`src/rtl/jsu_pkg.sv`:
```
// shared types and constants for the json string unescaper
package jsu_pkg;

   // job queue between the decoder and the byte serialiser
   localparam int QueueDepth = 4;
   localparam int QueuePtrWidth = $clog2(QueueDepth);
   localparam int QueueCountWidth = $clog2(QueueDepth + 1);

   // at most four output bytes per decoded item
   localparam int JobBytes = 4;
   localparam int JobIdxWidth = $clog2(JobBytes);

   // one decoded item: its output bytes, first byte in slot zero
   typedef struct packed {
      logic [JobBytes-1:0][7:0] data;
      logic [JobIdxWidth-1:0]   last_idx;
   } job_type;

endpackage

```
`src/rtl/jsu_front.sv`:
```
// decoder front end: escape state machine and utf-8 encoding of each input beat
module jsu_front (
   input  logic             clock,
   input  logic             reset,
   input  logic             req_push,
   input  logic [7:0]       req_byte_in,
   input  logic             req_end_of_string,
   input  logic             q_full,
   output logic             q_push,
   output jsu_pkg::job_type q_job
);
   import jsu_pkg::*;

   localparam logic [7:0] CharBackslash = 8'h5c;
   localparam logic [7:0] CharN         = 8'h6e;
   localparam logic [7:0] CharU         = 8'h75;
   localparam logic [7:0] CharLineFeed  = 8'h0a;
   localparam logic [15:0] HighFirst    = 16'hd800;
   localparam logic [15:0] HighLast     = 16'hdbff;
   localparam logic [15:0] LowFirst     = 16'hdc00;
   localparam logic [15:0] LowLast      = 16'hdfff;
   localparam logic [20:0] PlaneOne     = 21'h010000;

   typedef enum logic [2:0] {
      PH_NORMAL,
      PH_ESC,
      PH_HEX1,
      PH_WANT_BS,
      PH_WANT_U,
      PH_HEX2,
      PH_HALT
   } phase_type;

   // hex digit value, anything else counts as zero
   function automatic logic [3:0] hex_value(input logic [7:0] c);
      logic [3:0] v;
      v = 4'd0;
      if (c >= 8'h30 && c <= 8'h39) v = 4'(c - 8'h30);
      else if (c >= 8'h61 && c <= 8'h66) v = 4'(c - 8'h57);
      else if (c >= 8'h41 && c <= 8'h46) v = 4'(c - 8'h37);
      return v;
   endfunction

   // single byte job
   function automatic job_type one_byte(input logic [7:0] b);
      job_type j;
      j = '0;
      j.data[0] = b;
      j.last_idx = JobIdxWidth'(0);
      return j;
   endfunction

   // utf-8 of one bmp code unit
   function automatic job_type encode_unit(input logic [15:0] u);
      job_type j;
      j = '0;
      if (u < 16'h0080) begin
         j.data[0] = u[7:0];
         j.last_idx = JobIdxWidth'(0);
      end else if (u < 16'h0800) begin
         j.data[0] = {3'b110, u[10:6]};
         j.data[1] = {2'b10, u[5:0]};
         j.last_idx = JobIdxWidth'(1);
      end else begin
         j.data[0] = {4'b1110, u[15:12]};
         j.data[1] = {2'b10, u[11:6]};
         j.data[2] = {2'b10, u[5:0]};
         j.last_idx = JobIdxWidth'(2);
      end
      return j;
   endfunction

   // utf-8 of a supplementary code point
   function automatic job_type encode_pair(input logic [20:0] cp);
      job_type j;
      j = '0;
      j.data[0] = {5'b11110, cp[20:18]};
      j.data[1] = {2'b10, cp[17:12]};
      j.data[2] = {2'b10, cp[11:6]};
      j.data[3] = {2'b10, cp[5:0]};
      j.last_idx = JobIdxWidth'(3);
      return j;
   endfunction

   phase_type   phase_ff, phase_in;
   logic [15:0] accum_ff, accum_in;
   logic [1:0]  count_ff, count_in;
   logic [15:0] high_ff, high_in;
   logic        accept;
   logic        emit;
   logic [15:0] unit;
   logic [20:0] cp;
   job_type     job;

   assign accept = req_push && !q_full;
   assign unit   = {accum_ff[11:0], hex_value(req_byte_in)};
   assign cp     = PlaneOne + {1'b0, high_ff[9:0], unit[9:0]};

   // next state and job for the current beat
   always_comb begin
      phase_in = phase_ff;
      accum_in = accum_ff;
      count_in = count_ff;
      high_in  = high_ff;
      emit     = 1'b0;
      job      = one_byte(req_byte_in);
      unique case (phase_ff)
         PH_NORMAL: begin
            if (req_byte_in == CharBackslash) phase_in = PH_ESC;
            else emit = 1'b1;
         end
         PH_ESC: begin
            phase_in = PH_NORMAL;
            if (req_byte_in == CharBackslash) begin
               emit = 1'b1;
               job  = one_byte(CharBackslash);
            end else if (req_byte_in == CharN) begin
               emit = 1'b1;
               job  = one_byte(CharLineFeed);
            end else if (req_byte_in == CharU) begin
               phase_in = PH_HEX1;
               accum_in = '0;
               count_in = '0;
            end
         end
         PH_HEX1: begin
            if (count_ff == 2'd3) begin
               count_in = '0;
               accum_in = '0;
               if (unit >= HighFirst && unit <= HighLast) begin
                  high_in  = unit;
                  phase_in = PH_WANT_BS;
               end else begin
                  emit     = 1'b1;
                  job      = encode_unit(unit);
                  phase_in = PH_NORMAL;
               end
            end else begin
               accum_in = unit;
               count_in = count_ff + 2'd1;
            end
         end
         PH_WANT_BS: begin
            phase_in = (req_byte_in == CharBackslash) ? PH_WANT_U : PH_HALT;
         end
         PH_WANT_U: begin
            if (req_byte_in == CharU) begin
               phase_in = PH_HEX2;
               accum_in = '0;
               count_in = '0;
            end else begin
               phase_in = PH_HALT;
            end
         end
         PH_HEX2: begin
            if (count_ff == 2'd3) begin
               count_in = '0;
               accum_in = '0;
               if (unit >= LowFirst && unit <= LowLast) begin
                  emit     = 1'b1;
                  job      = encode_pair(cp);
                  high_in  = '0;
                  phase_in = PH_NORMAL;
               end else begin
                  phase_in = PH_HALT;
               end
            end else begin
               accum_in = unit;
               count_in = count_ff + 2'd1;
            end
         end
         default: phase_in = PH_HALT;
      endcase
      // end of string returns everything to reset values
      if (req_end_of_string) begin
         phase_in = PH_NORMAL;
         accum_in = '0;
         count_in = '0;
         high_in  = '0;
      end
   end

   // decoder state
   always_ff @(posedge clock) begin
      if (reset) begin
         phase_ff <= PH_NORMAL;
         accum_ff <= '0;
         count_ff <= '0;
         high_ff  <= '0;
      end else if (accept) begin
         phase_ff <= phase_in;
         accum_ff <= accum_in;
         count_ff <= count_in;
         high_ff  <= high_in;
      end
   end

   assign q_push = accept && emit;
   assign q_job  = job;

endmodule

```
`src/rtl/jsu_queue.sv`:
```
// short job queue between decoder and serialiser
module jsu_queue (
   input  logic             clock,
   input  logic             reset,
   input  logic             push,
   input  jsu_pkg::job_type push_job,
   input  logic             pop,
   output jsu_pkg::job_type head_job,
   output logic             full,
   output logic             empty
);
   import jsu_pkg::*;

   job_type                    entries_ff [QueueDepth];
   logic [QueuePtrWidth-1:0]   wr_ptr_ff, wr_ptr_in;
   logic [QueuePtrWidth-1:0]   rd_ptr_ff, rd_ptr_in;
   logic [QueueCountWidth-1:0] count_ff, count_in;
   logic                       do_push;
   logic                       do_pop;

   assign full    = (count_ff == QueueCountWidth'(QueueDepth));
   assign empty   = (count_ff == '0);
   assign do_push = push && !full;
   assign do_pop  = pop && !empty;

   // pointer and fill count
   always_comb begin
      wr_ptr_in = wr_ptr_ff;
      rd_ptr_in = rd_ptr_ff;
      count_in  = count_ff;
      if (do_push) begin
         wr_ptr_in = (wr_ptr_ff == QueuePtrWidth'(QueueDepth - 1)) ? '0 :
                     wr_ptr_ff + QueuePtrWidth'(1);
      end
      if (do_pop) begin
         rd_ptr_in = (rd_ptr_ff == QueuePtrWidth'(QueueDepth - 1)) ? '0 :
                     rd_ptr_ff + QueuePtrWidth'(1);
      end
      if (do_push && !do_pop) count_in = count_ff + QueueCountWidth'(1);
      else if (do_pop && !do_push) count_in = count_ff - QueueCountWidth'(1);
   end

   always_ff @(posedge clock) begin
      if (reset) begin
         wr_ptr_ff <= '0;
         rd_ptr_ff <= '0;
         count_ff  <= '0;
      end else begin
         wr_ptr_ff <= wr_ptr_in;
         rd_ptr_ff <= rd_ptr_in;
         count_ff  <= count_in;
      end
   end

   // job storage
   always_ff @(posedge clock) begin
      if (do_push) entries_ff[wr_ptr_ff] <= push_job;
   end

   assign head_job = entries_ff[rd_ptr_ff];

endmodule

```
`src/rtl/jsu_back.sv`:
```
// serialiser back end: walks the head job one byte per beat into the output register
module jsu_back (
   input  logic             clock,
   input  logic             reset,
   input  jsu_pkg::job_type head_job,
   input  logic             q_empty,
   output logic             q_pop,
   output logic             rsp_empty,
   input  logic             rsp_pop,
   output logic [7:0]       rsp_byte_out,
   output logic             rsp_last_of_run
);
   import jsu_pkg::*;

   logic                   valid_ff, valid_in;
   logic [7:0]             byte_ff, byte_in;
   logic                   last_ff, last_in;
   logic [JobIdxWidth-1:0] idx_ff, idx_in;
   logic                   taken;
   logic                   load;
   logic                   at_last;

   assign taken   = rsp_pop && valid_ff;
   assign load    = !q_empty && (!valid_ff || taken);
   assign at_last = (idx_ff == head_job.last_idx);
   assign q_pop   = load && at_last;

   // next output beat
   always_comb begin
      valid_in = valid_ff && !taken;
      byte_in  = byte_ff;
      last_in  = last_ff;
      idx_in   = idx_ff;
      if (load) begin
         valid_in = 1'b1;
         byte_in  = head_job.data[idx_ff];
         last_in  = at_last;
         idx_in   = at_last ? '0 : idx_ff + JobIdxWidth'(1);
      end
   end

   always_ff @(posedge clock) begin
      if (reset) begin
         valid_ff <= 1'b0;
         idx_ff   <= '0;
      end else begin
         valid_ff <= valid_in;
         idx_ff   <= idx_in;
      end
      byte_ff <= byte_in;
      last_ff <= last_in;
   end

   assign rsp_empty       = !valid_ff;
   assign rsp_byte_out    = byte_ff;
   assign rsp_last_of_run = last_ff;

endmodule

```
`src/rtl/json_string_unescape_utf8_core.sv`:
```
// Path: the decoder writes the job of an accepted byte into the job queue, and the
// serialiser moves the head job's bytes into the output register. Throughput: one
// input beat per cycle while the queue is not full; a four-byte surrogate pair leaves
// the output byte by byte as a four-job queue absorbs input. Reset (synchronous,
// active high) clears the escape state, the job queue and the output register.
module json_string_unescape_utf8_core (
   input  logic       clock,
   input  logic       reset,
   input  logic       req_push,
   output logic       req_full,
   input  logic [7:0] req_byte_in,
   input  logic       req_end_of_string,
   output logic       rsp_empty,
   input  logic       rsp_pop,
   output logic [7:0] rsp_byte_out,
   output logic       rsp_last_of_run
);
   import jsu_pkg::*;

   logic    q_push;
   logic    q_pop;
   logic    q_full;
   logic    q_empty;
   job_type push_job;
   job_type head_job;

   assign req_full = q_full;

   // decoder
   jsu_front u_front (
      .clock             (clock),
      .reset             (reset),
      .req_push          (req_push),
      .req_byte_in       (req_byte_in),
      .req_end_of_string (req_end_of_string),
      .q_full            (q_full),
      .q_push            (q_push),
      .q_job             (push_job)
   );

   // job queue
   jsu_queue u_queue (
      .clock    (clock),
      .reset    (reset),
      .push     (q_push),
      .push_job (push_job),
      .pop      (q_pop),
      .head_job (head_job),
      .full     (q_full),
      .empty    (q_empty)
   );

   // serialiser
   jsu_back u_back (
      .clock           (clock),
      .reset           (reset),
      .head_job        (head_job),
      .q_empty         (q_empty),
      .q_pop           (q_pop),
      .rsp_empty       (rsp_empty),
      .rsp_pop         (rsp_pop),
      .rsp_byte_out    (rsp_byte_out),
      .rsp_last_of_run (rsp_last_of_run)
   );

endmodule

```
`config.mk`:
```
export PLATFORM = sky130hd
export DESIGN_NAME = json_string_unescape_utf8_core
export DESIGN_NICKNAME = d
export VERILOG_FILES = /design/src/rtl/jsu_pkg.sv /design/src/rtl/jsu_front.sv /design/src/rtl/jsu_queue.sv /design/src/rtl/jsu_back.sv /design/src/rtl/json_string_unescape_utf8_core.sv
export SDC_FILE = /design/constraint.sdc
export NUM_CORES = 1
export LEC_CHECK = 0
export ABC_AREA = 1
export BUFFER_PORTS_ARGS = -buffer_cell sky130_fd_sc_hd__buf_2
export CAP_MARGIN = 40
export CORE_ASPECT_RATIO = 0.75
export CORE_MARGIN = 2
export CORE_UTILIZATION = 44
export DETAILED_ROUTE_END_ITERATION = 6
export GPL_ROUTABILITY_DRIVEN = 1
export SYNTH_ARGS = -nofsm -noshare
export SYNTH_HDL_FRONTEND = slang
export SYNTH_SLANG_ARGS = --single-unit
```
`constraint.sdc`:
```
create_clock -name clock -period 6.02 [get_ports clock]
set_input_delay 1.204 -clock clock [delete_from_list [all_inputs] [get_ports clock]]
set_output_delay 1.204 -clock clock [all_outputs]
set_load 0.01 [all_outputs]
```
Word-level counts from Yosys, hierarchy flattened --
Memory sizes are Yosys's and may differ from the RTL's. A register that Yosys moved wholly into a read port is not among the register bits. Cells that the tools add are included.
Operators by class: mux-type cells 64, $add $sub $neg 10, equal/unequal tests 20, reduce and logical (&&, ||, !) cells 31, $lt $le $gt $ge 13
Operators by type and width (count):
- 16-bit 2-to-1 mux | 7
- 34-bit 2-to-1 mux | 3
- 34-bit one-hot mux with 3 select lines | 1
- 10-bit 2-to-1 mux | 7
- 26-bit 2-to-1 mux | 2
- 16-bit one-hot mux with 3 select lines | 1
- 16-bit >= comparator (second input constant) | 2
- 16-bit less-or-equal comparator (second input constant) | 2
- 2-bit 2-to-1 mux | 14
- 3-bit 2-to-1 mux | 9
- 8-bit by 7-bit == test with 1-bit output (second input constant) | 3
- 17-bit by 20-bit adder with 21-bit output (first input constant) | 1
- 10-bit one-hot mux with 2 select lines | 1
- 3-bit one-hot mux with 6 select lines | 1
- 8-bit binary-select mux with 2-bit select | 1
- 8-bit by 7-bit >= comparator with 1-bit output (second input constant) | 2
- 8-bit by 7-bit less-or-equal comparator with 1-bit output (second input constant) | 2
- 16-bit by 12-bit < comparator with 1-bit output (second input constant) | 1
- 16-bit by 8-bit < comparator with 1-bit output (second input constant) | 1
- 8-bit 2-to-1 mux | 2
- 1-bit logical AND | 15
- 3-bit by 2-bit != test with 1-bit output (second input constant) | 5
- 4-bit 2-to-1 mux | 3
- 1-bit 2-to-1 mux | 10
- other kinds (25) | 42
Storage, ports and cells: bits in registers 50, bits of input ports 13, output and inout port bits 11, bits in writable memories 136, memories kept 1
Memories:
- u_queue.entries_ff | words 4, bits a word 34, read ports 1, clocked after memory_dff 1, wr ports 1, line jsu_queue.sv:14 | job_type entries_ff [QueueDepth];

Longest topological paths before layout --
depth in word-level cells 16, gate-level depth with buffers 17

Hierarchy --
A second synthesis with hierarchy kept.
Second synthesis, totals: cell total of the unflattened synthesis 876, area total of the unflattened synthesis 8839.7 µm²
By module, submodules not included:
- jsu_queue | area an instance 5749.3 µm², instances 1, cells an instance 400
- jsu_front | area an instance 2372.3 µm², instances 1, cells an instance 389
- jsu_back | area an instance 718.2 µm², instances 1, cells an instance 87

Worst setup path after synthesis --
No wires, ideal clock.
kind input to register, start point in req_byte_in[0], end point mem u_queue.entries_ff[0][0] in the netlist's numbering (enable), data arrival time 3.389 ns, required time 5.603 ns, cell stages on the path 10, buffers on the path 0, slack 2.214 ns, path through inv_1 -> ha_1 -> inv_1 -> nor3_2 -> inv_1 -> nand2_1 -> nand2_1 -> nand3_1 -> nand2_2 -> nor2_1
Between the ends: word-level cells in the longest chain between the ends 14, elaborated cells between the ends (all ways) 35
Ends and longest elaborated chain:
- start, declared | line json_string_unescape_utf8_core.sv:11 | input logic [7:0] req_byte_in,
- 8-bit by 7-bit >= comparator with 1-bit output or 8-bit by 7-bit less-or-equal comparator with 1-bit output (tied branches) | line jsu_front.sv:40 | else if (c >= 8'h41 && c <= 8'h46) v = 4'(c - 8'h37);
- 1-bit logical AND | line jsu_front.sv:40
- 4-bit 2-to-1 mux | line jsu_front.sv:40
- 4-bit 2-to-1 mux | line jsu_front.sv:39 | else if (c >= 8'h61 && c <= 8'h66) v = 4'(c - 8'h57);
- 4-bit 2-to-1 mux | line jsu_front.sv:38 | if (c >= 8'h30 && c <= 8'h39) v = 4'(c - 8'h30);
- 16-bit >= comparator (tied with other cells) | line jsu_front.sv:159 | if (unit >= LowFirst && unit <= LowLast) begin
- 1-bit logical AND, on equally long branches | line jsu_front.sv:159, jsu_front.sv:130
- 1-bit 2-to-1 mux, on equally long branches | line jsu_front.sv:159, jsu_front.sv:130
- 1-bit 2-to-1 mux, on equally long branches | line jsu_front.sv:156, jsu_front.sv:127
- 1-bit one-hot mux with 4 select lines (*) | line jsu_front.sv:107 | unique case (phase_ff)
- 1-bit logical AND (*) | line jsu_front.sv:198 | assign q_push = accept && emit;
- 1-bit logical AND (*) | line jsu_queue.sv:23 | assign do_push = push && !full;
- 1-bit 2-to-1 mux (*) | line jsu_queue.sv:57 | if (do_push) entries_ff[wr_ptr_ff] <= push_job;
- 1-bit 2-to-1 mux (implied by the code) (*) | line jsu_queue.sv:57
- end, declared | line jsu_queue.sv:14
Every way passes the cells marked *; elsewhere a longest branch is shown, timed or not.

Final worst setup path --
start point in req_byte_in[0], end point reg u_queue.count_ff[2]
Between the ends: word-level cells in the longest chain between the ends 15, elaborated cells between the ends (all ways) 38
Ends and longest elaborated chain:
- 8-bit by 7-bit >= comparator with 1-bit output or 8-bit by 7-bit less-or-equal comparator with 1-bit output (tied branches) | line jsu_front.sv:40
- 1-bit logical AND | line jsu_front.sv:40
- 4-bit 2-to-1 mux | line jsu_front.sv:40
- 4-bit 2-to-1 mux | line jsu_front.sv:39
- 4-bit 2-to-1 mux | line jsu_front.sv:38
- 16-bit >= comparator (tied with other cells) | line jsu_front.sv:159
- 1-bit logical AND, on equally long branches | line jsu_front.sv:159, jsu_front.sv:130
- 1-bit 2-to-1 mux, on equally long branches | line jsu_front.sv:159, jsu_front.sv:130
- 1-bit 2-to-1 mux, on equally long branches | line jsu_front.sv:156, jsu_front.sv:127
- 1-bit one-hot mux with 4 select lines (*) | line jsu_front.sv:107
- 1-bit logical AND (*) | line jsu_front.sv:198
- 1-bit logical AND (*) | line jsu_queue.sv:23
- named net u_queue.do_push | line jsu_queue.sv:18 | logic do_push;
- 1-bit zero test | line jsu_queue.sv:40 | else if (do_pop && !do_push) count_in = count_ff - QueueCountWidth'(1);
- 1-bit logical AND | line jsu_queue.sv:40
- 2-bit nonzero test (no source line)
- end signal, assigned | line jsu_queue.sv:51 | count_ff <= count_in;
- end, declared | line jsu_queue.sv:17 | logic [QueueCountWidth-1:0] count_ff, count_in;
Mark *: on every way through the listed nets, which the timed path passes. The rest lies on a longest branch. A chain may end at the register's enable or synchronous reset.

==> metrics.txt <==
final core occ=50.1%; Fin Hold WS=467 ps; Leakage=3.26 nW; fin nets=865; post-synth top area cell=edfxtp_1; IO Port Bufs=23; vias in the first global route=5542; antenna violations before repair=0; met3 wire length=1.41 mm; Setup crit end kind=register; CP Class=input pin to register; mux cell area share after synthesis=0%; CP arrival=3740 ps; Die X=158 µm; share of layout cells above drive strength 1=13.2%; ranking of synthesized cells by area=edfxtp_1 (50%), dfxtp_1 (10%), nand2_1 (7.4%); final setup skew=5.37 ps; compound-cell area share of the yosys netlist=12.6%; Post-DP Area=0.00819 mm²; CP required=6340 ps; Worst IR Drop VDD=240 µV; drt drc=0; CTS buffer count=17; commonest non-fill, non-tap cell in the layout=nand2_1; Starting DRT DRC Count=556; worst r2r dst=u_queue.count_ff[1]; Max Used Layer=met4; Synth cell types=43; ant diodes=0; max-slew violations=0; root buf cell=clkbuf_16; Post-synth EDFFs=129; Syn Area/Cell=9.58 µm²; P&R area growth vs syn=12.3%; total iterations of the first detailed-routing run=5; Reg clk slew, reported paths=70 ps; Post-Syn Area=0.00782 mm²; total gr overflow=0; H-tree levels=4; pin count of the biggest net entering global routing=62; Clock Path Buffers=2; Synth Area in Adders=2.17%; CTS tree=yes; most frequent cells in the layout=nand2_1 (154), edfxtp_1 (129), nor2_1 (108); # IOs=24; vias=5979; worst setup path end=u_queue.count_ff[2]; Tmin final=3420 ps; crit path max fanout=7; cts hold-fix bufs=0; final setup TNS=0 ps; Post CTS Setup Buffer Count=0; outcome=finished clean; post-cts sizing count=0; Tcrit/Tclk final=56.8%; post-route cell area=0.00879 mm²; Slew HR=50.4%; core area=0.0176 mm²; CP Launch Type=input pin; slowest CP cell=fa_1; most frequent cell on the critical path=inv_1; R2R Setup Slk=2970 ps; Starting Density=44.6%; fraction of registers with async set/reset=0%; fmax=292 MHz; Detailed Place HPWL=13.0 mm; Routed Antenna Nets=0; FF-to-FF path depth=12; Vias/cell=5.47; row count=42; first-pass GRT wire length=30.2 mm; Post-Syn Instances=817; ys flop type=edfxtp_1; WL met2=8.67 mm; die area=0.0189 mm²; largest family of logic cells by synthesized area=simple AND/OR/NAND/NOR gates; drt wl/cell=17.8 µm; total chip power=3.41 mW; Synthesized Nets=843; worst skew pair latency=430 ps; #FFs+latches synth=168; Yosys warnings=0; Total Wirelength=19.5 mm; final hold vios=0; crit path cell chain=buf_2 -> inv_1 -> ha_1 -> inv_1 -> nor3_2 -> inv_1 -> nand2_1 -> nand2_1 -> nand3_1 -> nand2_2 -> inv_2 -> ha_1 -> inv_1 -> fa_1 -> a21oi_1 -> o21ai_0 -> o21ai_0 -> a21oi_1; # setup viols final=0; RSZ-0062 raised after global routing=no; Worst Hold Class=register to register; Yosys top cell area share=49.5%; DRT met1 WL=9.15 mm; worst slew pin tran=737 ps; total clock sinks=168; pwr dens=388 mW/mm²; number of max-cap violations=0; Die Height=119 µm; Post-Synth XOR/XNOR Area=0.672%; placer congestion estimate=0.895; sequential area share after synthesis=59.5%; peak per-stage delay on the critical path=440 ps; simple-gate portion of the synthesized area=19.9%; Crit. Startpoint=req_byte_in[0]; GRT Util Overall=21.4%
==> how the worst min path moves through the flow <==
stage	from	end	slack, ps	cells past startpoint
after global placement	u_front.high_ff[1]	u_front.high_ff[1]	450	2
after global routing	u_front.high_ff[2]	u_front.high_ff[2]	500	2
after CTS	u_front.high_ff[1]	u_front.high_ff[1]	470	2
final	u_front.high_ff[1]	u_front.high_ff[1]	470	2
after floorplan	u_front.high_ff[1]	u_front.high_ff[1]	440	2
after detailed placement	u_front.high_ff[1]	u_front.high_ff[1]	460	2
==> layout make-up <==
type,instances,area [µm²]
Clock inverter,14,168
Fill cell,1623,8760
Clock buffer,17,425
Sequential cell,168,4660
Inverter,72,273
Tap cell,242,303
Timing Repair Buffer,33,190
Multi-Input combinational cell,547,2770
==> routing by layer <==
metal	vias up	global-route usage, %
met5	-	0
met4	0	5.63
met3	26	4.33
met2	223	31.5
met1	2850	32.3
li1	2880	-
==> where the power goes <==
group	internal [mW]	switching, mW	leakage [nW]	total (mW)
Sequential	1.43	0.0605	1.53	1.49
Combinational	0.247	0.585	1.45	0.832
Clock	0.620	0.470	0.281	1.09
==> stage by stage <==
stage          worst slack [ps]  std cells
6_report                   2600       1093
3_5_place_dp               2200       1062
4_1_cts                    2650       1093
5_1_grt                    2410       1093
2_1_floorplan              2210        817
3_3_place_gp               2190       1062
==> state kept, by name, indices dropped and copies added, names as in the netlist, 3 cells and up, named ones only <==
register	flops
u_queue.entries_ff	120
u_queue.count_ff	3
u_front.accum_ff	12
u_front.phase_ff	3
u_front.high_ff	10
u_back.rsp_byte_out	8
==> Yosys cell counts (all sizes together) (8+ instances only) <==
library cell  instances
nor2                123
dfxtp                39
clkbuf               22
a21oi                39
ha                   12
nand2               161
o22ai                23
buf                   8
o21ai                84
nand3                54
inv                  68
edfxtp              129
o221ai               10
==> critical path, delay by kind of cell <==
kind                       cells  cell delay (ps)
adders and majority gates      3              770
buffers and inverters          6              620
AOI/OAI and AO/OA              4              460
and+or+nand+nor                5              700
==> kinds of logic after synthesis <==
family / count (synthesis)
flops: 168
simple gates: 355
fa+ha+maj: 13
compound gates: 173
xor+xnor: 6
buf+inv: 102
(Power assumes the default switching activity.)
